$ cat config.mk
export PLATFORM = sky130hd
export DESIGN_NAME = safegcd_divsteps_batch_matrix_top
export DESIGN_NICKNAME = d
export VERILOG_FILES = /design/src/design/sgd_pkg.sv /design/src/design/sgd_ctrl.sv /design/src/design/sgd_datapath.sv /design/src/design/safegcd_divsteps_batch_matrix_top.sv
export VERILOG_INCLUDE_DIRS = /design/src /design/src/design
export SDC_FILE = /design/constraint.sdc
export NUM_CORES = 2
export LEC_CHECK = 0
export BUFFER_PORTS_ARGS = -buffer_cell sky130_fd_sc_hd__buf_2
export CORE_UTILIZATION = 49
export DETAILED_ROUTE_END_ITERATION = 8
export PLACE_DENSITY = 0.66
export SYNTH_ARGS = -nofsm -noshare
export SYNTH_HDL_FRONTEND = slang
export SYNTH_SLANG_ARGS = --single-unit
export TNS_END_PERCENT = 5
$ cat constraint.sdc
create_clock -name clock -period 44.1 [get_ports clock]
set_clock_uncertainty 0.1 [all_clocks]
set_input_delay 4.41 -clock clock [delete_from_list [all_inputs] [get_ports clock]]
set_output_delay 4.41 -clock clock [all_outputs]
set_load 0.02 [all_outputs]
$ cat src/design/assert_macros.svh
// ----------------------------------------------------------------------------
// assert_macros.svh
// Assertion macros for the top-level design file. Simulation gets the checks;
// synthesis sees empty bodies.
// ----------------------------------------------------------------------------
`ifndef ASSERT_MACROS_SVH
`define ASSERT_MACROS_SVH

`ifndef SYNTHESIS

// Clocked check, disabled while reset is high.
`define SGD_ASSERT(label, clk, rst, prop, msg) \
   label: assert property (@(posedge clk) disable iff (rst) (prop)) else $error(msg);

// Clocked check that also holds during reset.
`define SGD_ASSERT_ALWAYS(label, clk, prop, msg) \
   label: assert property (@(posedge clk) (prop)) else $error(msg);

`else

`define SGD_ASSERT(label, clk, rst, prop, msg)
`define SGD_ASSERT_ALWAYS(label, clk, prop, msg)

`endif

`endif

$ cat src/design/sgd_pkg.sv
// ----------------------------------------------------------------------------
// sgd_pkg
// Types, constants and a helper function for the safegcd divstep batch block.
// ----------------------------------------------------------------------------
package sgd_pkg;

   // Internal eta width: wide enough that a batch never overflows it.
   localparam int ETA_W = 18;

   // Negated inverses of odd residues modulo 16, indexed by bits 3:1.
   localparam logic [3:0] NEG_INV_TAB [0:7] = '{
      4'd15, 4'd5, 4'd3, 4'd9, 4'd7, 4'd13, 4'd11, 4'd1
   };

   typedef struct packed {
      logic signed [15:0] eta_in;
      logic signed [63:0] f_low;
      logic signed [63:0] g_low;
   } req_payload_type;

   typedef struct packed {
      logic signed [15:0] eta_out;
      logic signed [63:0] mat_u;
      logic signed [63:0] mat_v;
      logic signed [63:0] mat_q;
      logic signed [63:0] mat_r;
   } rsp_payload_type;

   typedef struct packed {
      logic load;
      logic step;
      logic publish;
   } ctrl_cmd_type;

   typedef struct packed {
      logic done;
   } dp_status_type;

   typedef enum logic [1:0] {
      ST_IDLE,
      ST_RUN,
      ST_HOLD
   } ctrl_state_type;

   // Multiplies a word by a 4-bit factor modulo 2^64 with shifted adds.
   function automatic logic [63:0] mul_nib(input logic [63:0] x, input logic [3:0] w);
      logic [63:0] acc;
      acc = 64'd0;
      if (w[0]) acc = acc + x;
      if (w[1]) acc = acc + {x[62:0], 1'b0};
      if (w[2]) acc = acc + {x[61:0], 2'b0};
      if (w[3]) acc = acc + {x[60:0], 3'b0};
      return acc;
   endfunction

endpackage

$ cat src/design/sgd_ctrl.sv
// ----------------------------------------------------------------------------
// sgd_ctrl
// Sequencer for the divstep batch: loads a request, steps the datapath until
// the step budget is spent, then hands the result to the output register.
// ----------------------------------------------------------------------------
module sgd_ctrl (
   input  logic                  clock,
   input  logic                  reset,
   input  logic                  req_valid,
   output logic                  req_ready,
   output logic                  rsp_valid,
   input  logic                  rsp_ready,
   input  sgd_pkg::dp_status_type status,
   output sgd_pkg::ctrl_cmd_type  cmd
);
   import sgd_pkg::*;

   ctrl_state_type state_ff, state_in;
   logic           rsp_valid_ff, rsp_valid_in;
   logic           out_free;

   always_ff @(posedge clock) begin
      if (reset) begin
         state_ff     <= ST_IDLE;
         rsp_valid_ff <= 1'b0;
      end else begin
         state_ff     <= state_in;
         rsp_valid_ff <= rsp_valid_in;
      end
   end

   always_comb begin
      state_in     = state_ff;
      rsp_valid_in = rsp_valid_ff;
      cmd          = '0;
      req_ready    = 1'b0;
      out_free     = !rsp_valid_ff || rsp_ready;
      if (rsp_valid_ff && rsp_ready) rsp_valid_in = 1'b0;
      unique case (state_ff)
         ST_IDLE: begin
            req_ready = 1'b1;
            if (req_valid) begin
               cmd.load = 1'b1;
               state_in = ST_RUN;
            end
         end
         ST_RUN: begin
            if (status.done) begin
               if (out_free) begin
                  cmd.publish  = 1'b1;
                  rsp_valid_in = 1'b1;
                  state_in     = ST_IDLE;
               end else begin
                  state_in = ST_HOLD;
               end
            end else begin
               cmd.step = 1'b1;
            end
         end
         ST_HOLD: begin
            if (out_free) begin
               cmd.publish  = 1'b1;
               rsp_valid_in = 1'b1;
               state_in     = ST_IDLE;
            end
         end
         default: begin
            state_in = ST_IDLE;
         end
      endcase
   end

   assign rsp_valid = rsp_valid_ff;

endmodule

$ cat src/design/sgd_datapath.sv
// ----------------------------------------------------------------------------
// sgd_datapath
// Working registers for f, g, eta and the transition matrix. Each step either
// shifts one trailing zero out of g or does an optional swap and a reduction
// that clears up to four low bits of g. Also holds the output register.
// ----------------------------------------------------------------------------
module sgd_datapath #(
   parameter int BATCH_STEPS = 62
) (
   input  logic                    clock,
   input  logic                    reset,
   input  sgd_pkg::ctrl_cmd_type   cmd,
   output sgd_pkg::dp_status_type  status,
   input  sgd_pkg::req_payload_type req_data,
   output sgd_pkg::rsp_payload_type rsp_data
);
   import sgd_pkg::*;

   localparam int LW = $clog2(BATCH_STEPS + 1);

   logic signed [ETA_W-1:0] eta_ff, eta_in;
   logic [63:0]             f_ff, f_in, g_ff, g_in;
   logic [63:0]             u_ff, u_in, v_ff, v_in, q_ff, q_in, r_ff, r_in;
   logic [LW-1:0]           left_ff, left_in;
   rsp_payload_type         out_ff, out_in;

   // Reduction round operands after the optional swap.
   logic                    swap;
   logic signed [ETA_W-1:0] eta_s;
   logic [63:0]             f_s, g_s, u_s, v_s, q_s, r_s;
   logic [2:0]              lim;
   logic [3:0]              mask;
   logic [3:0]              wprod;
   logic [3:0]              w;

   always_ff @(posedge clock) begin
      if (reset) begin
         left_ff <= '0;
      end else begin
         left_ff <= left_in;
      end
   end

   always_ff @(posedge clock) begin
      eta_ff <= eta_in;
      f_ff   <= f_in;
      g_ff   <= g_in;
      u_ff   <= u_in;
      v_ff   <= v_in;
      q_ff   <= q_in;
      r_ff   <= r_in;
      out_ff <= out_in;
   end

   always_comb begin
      swap  = eta_ff[ETA_W-1];
      eta_s = swap ? -eta_ff : eta_ff;
      f_s   = swap ? g_ff : f_ff;
      g_s   = swap ? (64'd0 - f_ff) : g_ff;
      u_s   = swap ? q_ff : u_ff;
      v_s   = swap ? r_ff : v_ff;
      q_s   = swap ? (64'd0 - u_ff) : q_ff;
      r_s   = swap ? (64'd0 - v_ff) : r_ff;

      // Bits cleared this round: min(eta + 1, steps left, 4).
      lim = 3'd4;
      if (left_ff < LW'(4)) lim = left_ff[2:0];
      if ((eta_s < ETA_W'(3)) && ((eta_s[2:0] + 3'd1) < lim)) lim = eta_s[2:0] + 3'd1;
      mask  = 4'((5'd1 << lim) - 5'd1);
      wprod = 4'(g_s[3:0] * NEG_INV_TAB[f_s[3:1]]);
      w     = wprod & mask;
   end

   always_comb begin
      eta_in  = eta_ff;
      f_in    = f_ff;
      g_in    = g_ff;
      u_in    = u_ff;
      v_in    = v_ff;
      q_in    = q_ff;
      r_in    = r_ff;
      left_in = left_ff;
      out_in  = out_ff;
      if (cmd.load) begin
         eta_in  = {{(ETA_W-16){req_data.eta_in[15]}}, req_data.eta_in};
         f_in    = req_data.f_low | 64'd1;
         g_in    = req_data.g_low;
         u_in    = 64'd1;
         v_in    = 64'd0;
         q_in    = 64'd0;
         r_in    = 64'd1;
         left_in = LW'(BATCH_STEPS);
      end else if (cmd.step) begin
         if (!g_ff[0]) begin
            // One trailing zero: arithmetic shift of g, u and v double.
            eta_in  = eta_ff - ETA_W'(1);
            g_in    = {g_ff[63], g_ff[63:1]};
            u_in    = {u_ff[62:0], 1'b0};
            v_in    = {v_ff[62:0], 1'b0};
            left_in = left_ff - LW'(1);
         end else begin
            eta_in = eta_s;
            f_in   = f_s;
            u_in   = u_s;
            v_in   = v_s;
            g_in   = g_s + mul_nib(f_s, w);
            q_in   = q_s + mul_nib(u_s, w);
            r_in   = r_s + mul_nib(v_s, w);
         end
      end
      if (cmd.publish) begin
         out_in.eta_out = eta_ff[15:0];
         out_in.mat_u   = u_ff;
         out_in.mat_v   = v_ff;
         out_in.mat_q   = q_ff;
         out_in.mat_r   = r_ff;
      end
   end

   assign status.done = (left_ff == '0);
   assign rsp_data    = out_ff;

endmodule

$ cat src/design/safegcd_divsteps_batch_matrix_top.sv
// The request is loaded, then one round runs per cycle (a single-bit shift of g,
// or an optional swap and an up-to-4-bit reduction), at most 2*BATCH_STEPS
// rounds, then the result is written into the output register once it is free.
// One shared datapath works one request at a time; the next request is taken
// as soon as the result sits in the output register.
// Synchronous reset clears the sequencer, the step counter and the result valid flag.
// ----------------------------------------------------------------------------
// safegcd_divsteps_batch_matrix_top
// Batched safegcd divsteps on the low words of f and g, returning the new eta
// and the 2x2 transition matrix.
// ----------------------------------------------------------------------------
`include "assert_macros.svh"

module safegcd_divsteps_batch_matrix_top #(
   parameter int BATCH_STEPS = 62
) (
   input  logic                     clock,
   input  logic                     reset,
   input  logic                     req_valid,
   output logic                     req_ready,
   input  sgd_pkg::req_payload_type req_data,
   output logic                     rsp_valid,
   input  logic                     rsp_ready,
   output sgd_pkg::rsp_payload_type rsp_data
);
   import sgd_pkg::*;

   ctrl_cmd_type  cmd;
   dp_status_type status;

   sgd_ctrl u_ctrl (
      .clock     (clock),
      .reset     (reset),
      .req_valid (req_valid),
      .req_ready (req_ready),
      .rsp_valid (rsp_valid),
      .rsp_ready (rsp_ready),
      .status    (status),
      .cmd       (cmd)
   );

   sgd_datapath #(
      .BATCH_STEPS (BATCH_STEPS)
   ) u_datapath (
      .clock    (clock),
      .reset    (reset),
      .cmd      (cmd),
      .status   (status),
      .req_data (req_data),
      .rsp_data (rsp_data)
   );

   // A result is never written over one that has not been taken.
   `SGD_ASSERT(a_no_overwrite, clock, reset, cmd.publish |-> (!rsp_valid || rsp_ready), "result overwritten before it was taken")

   // A freshly loaded request always has steps left to run.
   `SGD_ASSERT(a_load_not_done, clock, reset, cmd.load |=> !status.done, "step budget empty right after load")

   // Once a request is taken, no other is taken until it has been published.
   `SGD_ASSERT(a_busy_after_accept, clock, reset, (req_valid && req_ready) |=> !req_ready, "request accepted while busy")

   // The datapath never gets more than one of load, step and publish in the same cycle.
   `SGD_ASSERT_ALWAYS(a_cmd_exclusive, clock, $onehot0({cmd.load, cmd.step, cmd.publish}), "conflicting datapath commands")

endmodule
Word level (Yosys, flattened, before mapping)
Memory sizes are Yosys's and may differ from the RTL's. Index checks and enable logic that the tools add are counted.

$add $sub $neg: 20. $mul: 1. Div/mod/pow operators: 0. Order comparisons: 4. Equal/unequal tests: 6. Shift operators: 1. Mux-type cells: 90. Bitwise logic cells: 3. Reduce and logical (&&, ||, !) cells: 14.

Operators by type and width (number): 2-to-1 mux 64 bit (62); adder 64 bit (12); subtractor 1 x 64 -> 64 bit (first input constant) (3); 2-to-1 mux 18 bit (4); < comparator 18 x 3 -> 1 bit (second input constant) (1); 2-to-1 mux 6 bit (3); negator 18 bit (1); subtractor 18 x 2 -> 18 bit (second input constant) (1); 2-to-1 mux 1 bit (10); 2-to-1 mux 2 bit (4); 2-to-1 mux 4 bit (2); AND reduction 2 bit (4); logical NOT 6 bit (1); < comparator 6 x 3 -> 1 bit (second input constant) (1); 2-to-1 mux 3 bit (2); != test 2 bit (second input constant) (3); one-hot mux 2 bit (3 select lines) (1); subtractor 6 x 1 -> 6 bit (second input constant) (1); AND 4 bit (1); greater-or-equal comparator 4 bit (second input constant) (1); multiplier 4 x 4 -> 4 bit (1); NOT 3 -> 4 bit (1); one-hot mux 1 bit (2 select lines) (2); nonzero test 2 bit (2); other kinds (14) (15).

Register bits after elaboration: 683. Bits in latches: 0. RAM bits: 0. ROM bits: 32. Bits of input ports: 148. Output and inout bits: 274. Word-level logic and storage cells: 158. Memories: 1.

Memory list: (name not given) (depth 8, bits a word 4, rd ports 1, clocked after memory_dff 0, write ports 0, line sgd_datapath.sv:70) `wprod = 4'(g_s[3:0] * NEG_INV_TAB[f_s[3:1]]);`.

Logic depth before layout (Yosys ltp)
Depth in word-level cells: 32. Mapped depth: 88. Mapped depth without buffers: 78.

By module
From an unflattened synthesis, not the netlist that was laid out.

Cell total of the unflattened synthesis: 9866. Area total of the unflattened synthesis: 77390.5 um^2.

Modules (own cells, without submodules): sgd_datapath (instances 1, cells each 9838, area each 77109.0 um^2, sequential area each 17787.1 um^2); sgd_ctrl (instances 1, cells each 28, area each 281.5 um^2, sequential area each 60.1 um^2).

Worst setup path before layout
OpenSTA, ideal clock, no wires.

Path kind: input -> register. Start point: input port rsp_ready. End point: register u_datapath.out_ff (netlist bit u_datapath.rsp_data[0]), enable pin. Library setup time: 1.294 ns. Data arrival time: 24.051 ns. Data required time: 42.706 ns. Slack: 18.655 ns. Cell stages on the path: 2. Path buffers: 0. Path through: nor2b_1 > nor3b_1.

RTL lines: from (decl) (line safegcd_divsteps_batch_matrix_top.sv:23) `input logic rsp_ready,`; to (signal assigned) (line sgd_datapath.sv:52) `out_ff <= out_in;`; to (decl) (line sgd_datapath.sv:25) `rsp_payload_type out_ff, out_in;`.

Worst setup path in the final report
Start point: register u_datapath.eta_ff[17]. End point: register u_datapath.g_ff[63], data pin.

Longest elaborated chain between the ends: 31. Elaborated cells on any way between the ends: 40. Those cells by class: add/sub: 7; mul: 1; order compare: 2; shift: 1; mux: 25; bitwise: 2; reduce/logical: 1; memory: 1.

Ends and longest elaborated chain: from (decl) (line sgd_datapath.sv:21) `logic signed [ETA_W-1:0] eta_ff, eta_in;`; from (signal assigned) (line sgd_datapath.sv:45) `eta_ff <= eta_in;`; negator 18 bit / 2-to-1 mux 18 bit (equally long branches) (line sgd_datapath.sv:57) `eta_s = swap ? -eta_ff : eta_ff;`; 2-to-1 mux 18 bit / adder 3 x 1 -> 3 bit (equally long branches) (line sgd_datapath.sv:57, sgd_datapath.sv:68); < comparator 18 x 3 -> 1 bit / < comparator 3 bit (equally long branches) (line sgd_datapath.sv:68) `if ((eta_s < ETA_W'(3)) && ((eta_s[2:0] + 3'd1) < lim)) lim = eta_s[2:0] + 3'd1;`; logical AND 1 bit (line sgd_datapath.sv:68); 2-to-1 mux 3 bit (line sgd_datapath.sv:68); left shift 1 x 3 -> 4 bit (line sgd_datapath.sv:69) `mask = 4'((5'd1 << lim) - 5'd1);`; subtractor 4 x 1 -> 4 bit (line sgd_datapath.sv:69); AND 4 bit (line sgd_datapath.sv:71) `w = wprod & mask;`; [16 not listed]; 2-to-1 mux 64 bit (line sgd_datapath.sv:94) `if (!g_ff[0]) begin`; 2-to-1 mux 64 bit (line sgd_datapath.sv:93) `end else if (cmd.step) begin`; 2-to-1 mux 64 bit (line sgd_datapath.sv:84) `if (cmd.load) begin`; adder 64 bit * (line sgd_datapath.sv:106) `g_in = g_s + mul_nib(f_s, w);`; 2-to-1 mux 64 bit * (line sgd_datapath.sv:94); 2-to-1 mux 64 bit * (line sgd_datapath.sv:93); 2-to-1 mux 64 bit * (line sgd_datapath.sv:84); via u_datapath.g_in[63] (line sgd_datapath.sv:22) `logic [63:0] f_ff, f_in, g_ff, g_in;`; to (signal assigned) (line sgd_datapath.sv:47) `g_ff <= g_in;`; to (decl) (line sgd_datapath.sv:22).

The timed path passes the listed nets; every way through them passes the cells marked *. The select of a mux whose other input is x is not followed. A chain may end at the register's enable or synchronous reset.

==> impl_metrics.ini <==
[status]
status = finished, final reports clean

[cells_and_area]
area_growth_syn_to_layout_pct = 8.34
mostFrequentLayoutCells = 1090 x nand2_1, 1078 x a21oi_1, 891 x nor2_1, 753 x ha_1, 541 x xnor2_1
layout.cells.most_common = nand2_1
fillCellCount = 15000
num-nets-final = 10900
post_route_cells_drive_above_1_share_pct = 10.3

[setup_path]
worstSetupStartpoint = u_datapath.eta_ff[17]
critical_path.endpoint_type = register
cp-start-kind = register
worst-path-max-fanout = 72
cp_max_delay_cell = a2111oi_0
cpPeakStageDelay_ns = 1.05
r2r_start = u_datapath.eta_ff[17]
critical_path_class = register to register
r2r_slack_ns = 24.63
crit_arrival_ns = 19.93
regToRegEndpoint = u_datapath.g_ff[63]
required_ns = 44.56
worst_r2r_path_depth = 68

[place]
post-dp-hpwl_mm = 178
globalplace.congestion = 0.945
buffers_added_on_ports = 420

[detailed_routing]
residual_drc_count = 0
route.layer.met1.wl_mm = 105
drt_first_pass_iters = 6
avgRoutedWirePerCell_um = 19.2
detail_route.wirelength_mm = 233
drt_iter0_drc = 4902
viasPerCell = 5.97
highest-signal-layer = met4
detailroute.via_count = 72100
wl_met3_mm = 11.9
met2RoutedLength_mm = 108
drtAntennaViolNets = 0

[cts]
cts_made_buffers = 81
cts-resized-gates = 0
clk_latency_ns = 0.72
clock_sink_count = 683
clk_root_buffer_cell = clkbuf_16
clkTransAtPathRegs_ns = 0.06
cts-root-to-sink-buffers = 3
cts_setup_buffers = 0
cts_hold_repair_buffers = 0
deepest_level_of_the_cts_h_tree = 3
tritoncts = built

[yosys]
synth_enable_flop_cells = 417
ys_async_sr_fraction_pct = 0
yosysSeqAreaShare_pct = 23.1
syn-instance-count = 9822
synth_cell_type_count = 97
synthesized_netlist_net_count = 10700
avgSynthCellArea_um2 = 7.86
yosys_warnings = 0
yosys_register_bits = 683
synth-main-ff-cell = edfxtp_1
synth_top_area_share_pct = 16.2
ys_top_cells_by_area = edfxtp_1 16%, ha_1 12%, a21oi_1 7.0%
synthesis.area_um2 = 77200
synth_area_leader_cell = edfxtp_1

[timing]
rsz0062_at_grt = false
final_min_period_ns = 19.47
hold_viol_final = 0
max_slew_margin_pct = 15.9
final_max_slew_viol_count = 0
setup_viol_count_final = 0
tightest_slew_ns = 1.23
fin_setup_tns_ns = 0
maxClockFrequency_mhz = 51.4
period_share_pct = 44.2

[die]
die_h_um = 399
std_cell_rows = 145
initial_utilization_pct = 49.4
i_o_pin_count = 422
full_die_area_um2 = 159000
core_region_area_um2 = 156000
die_w_um = 399

[grt]
vias_in_the_first_global_route = 68700
gr-total-overflow = 0
grt_first_pass_wirelength_mm = 365
groute.usage.overall_pct = 28.1
grt_antenna_before_repair = 5
grt_max_degree = 178

[hold_path]
worst_hold_path_cell_count = 2
hold_start = u_datapath.q_ff[0]
hold_class = register to register
holdPathEnd = u_datapath.q_ff[0]

[flow_run]
cap_violations = 0
==> area by class of cell <==
| type | count | area (um2) | share of cell area (%) |
|---|---|---|---|
| Antenna cell | 1 | 2.50 | 0.00299 |
| Clock buffer | 97 | 2150 | 2.57 |
| Clock inverter | 53 | 619 | 0.740 |
| Inverter | 444 | 1670 | 1.99 |
| Multi-Input combinational cell | 8264 | 56200 | 67.1 |
| Sequential cell | 683 | 17800 | 21.3 |
| Tap cell | 2058 | 2570 | 3.08 |
| Timing Repair Buffer | 483 | 2630 | 3.14 |
==> through the flow <==
stage / hold slack, ns / cell area [um2] / cells / util (%) / worst slack [ns]
floorplan: 0.303 / 77200 / 9822 / - / 18.66
global placement: 0.371 / 80900 / 11900 / 51.7 / 25.62
detailed placement: 0.379 / 80900 / 11900 / 51.7 / 25.44
CTS: 0.388 / 83700 / 12100 / 53.5 / 25.30
global route: 0.396 / 83700 / 12100 / 53.5 / 23.57
finish: 0.384 / 83700 / 12100 / 53.5 / 24.63
==> cell usage after synthesis (all sizes together), types with 21 or more instances <==
| master | n |
|---|---|
| xnor2 | 541 |
| a31oi | 74 |
| mux2 | 350 |
| a21boi | 32 |
| a2111oi | 22 |
| edfxtp | 417 |
| xor2 | 284 |
| nand3b | 21 |
| nand2b | 160 |
| o21ai | 590 |
| a21o | 406 |
| ha | 753 |
| buf | 73 |
| dfxtp | 266 |
| and3 | 88 |
| clkbuf | 358 |
| o211ai | 151 |
| o22ai | 29 |
| a211o | 25 |
| a21oi | 1079 |
| and2 | 38 |
| nand4 | 76 |
| nand2 | 1097 |
| o31ai | 124 |
| o21a | 106 |
| a211oi | 61 |
| nor4 | 65 |
| inv | 443 |
| or3 | 70 |
| nor2b | 144 |
| nor3 | 170 |
| mux2i | 242 |
| nor2 | 893 |
| nand3 | 144 |
| o21bai | 114 |
| or2 | 32 |
| or4 | 31 |
==> worst max-delay path, delay by kind of cell (launching register included) <==
family	cells	cell delay, ns
simple gates	11	2.38
compound gates	39	11.36
mux	1	0.29
buf+inv	4	0.96
fa+ha+maj	7	2.42
xor+xnor	6	1.35
flops	1	0.42
==> logic make-up after synthesis <==
kind of cell,Yosys count,share of synthesized area (%)
and+or+nand+nor,3085,18.4
AOI/OAI and AO/OA,2993,24.0
buffers and inverters,875,4.27
xor gates and xnor gates,829,9.47
adders and majority gates,765,12.5
DFF,683,23.1
muxes,592,8.24
==> how the worst max path moves through the flow <==
stage                                   endpoint  slack (ns)
after floorplan           u_datapath.rsp_data[0]       18.66
after detailed placement     u_datapath.g_ff[63]       25.44
after global placement       u_datapath.g_ff[63]       25.62
final                        u_datapath.g_ff[63]       24.63
after CTS                    u_datapath.g_ff[63]       25.30
after global routing         u_datapath.g_ff[63]       23.57
==> routing by layer <==
metal,track usage [%],vias up
li1,-,35900
met1,37.0,34100
met2,47.8,1858
met3,2.69,356
met4,10.0,0
met5,0,-
==> registers in the layout (all words and copies together), names as in the netlist <==
| name | cells |
|---|---|
| u_datapath.v_ff | 64 |
| u_datapath.rsp_data | 272 |
| u_datapath.q_ff | 64 |
| u_ctrl.rsp_valid | 1 |
| u_datapath.f_ff | 64 |
| u_datapath.r_ff | 64 |
| u_datapath.g_ff | 64 |
| u_datapath.eta_ff | 18 |
| u_datapath.left_ff | 6 |
| u_ctrl.state_ff | 2 |
| u_datapath.u_ff | 64 |
Power is not shown: default switching activity piles up to over one toggle a cycle in this logic, so the estimate is an artifact.
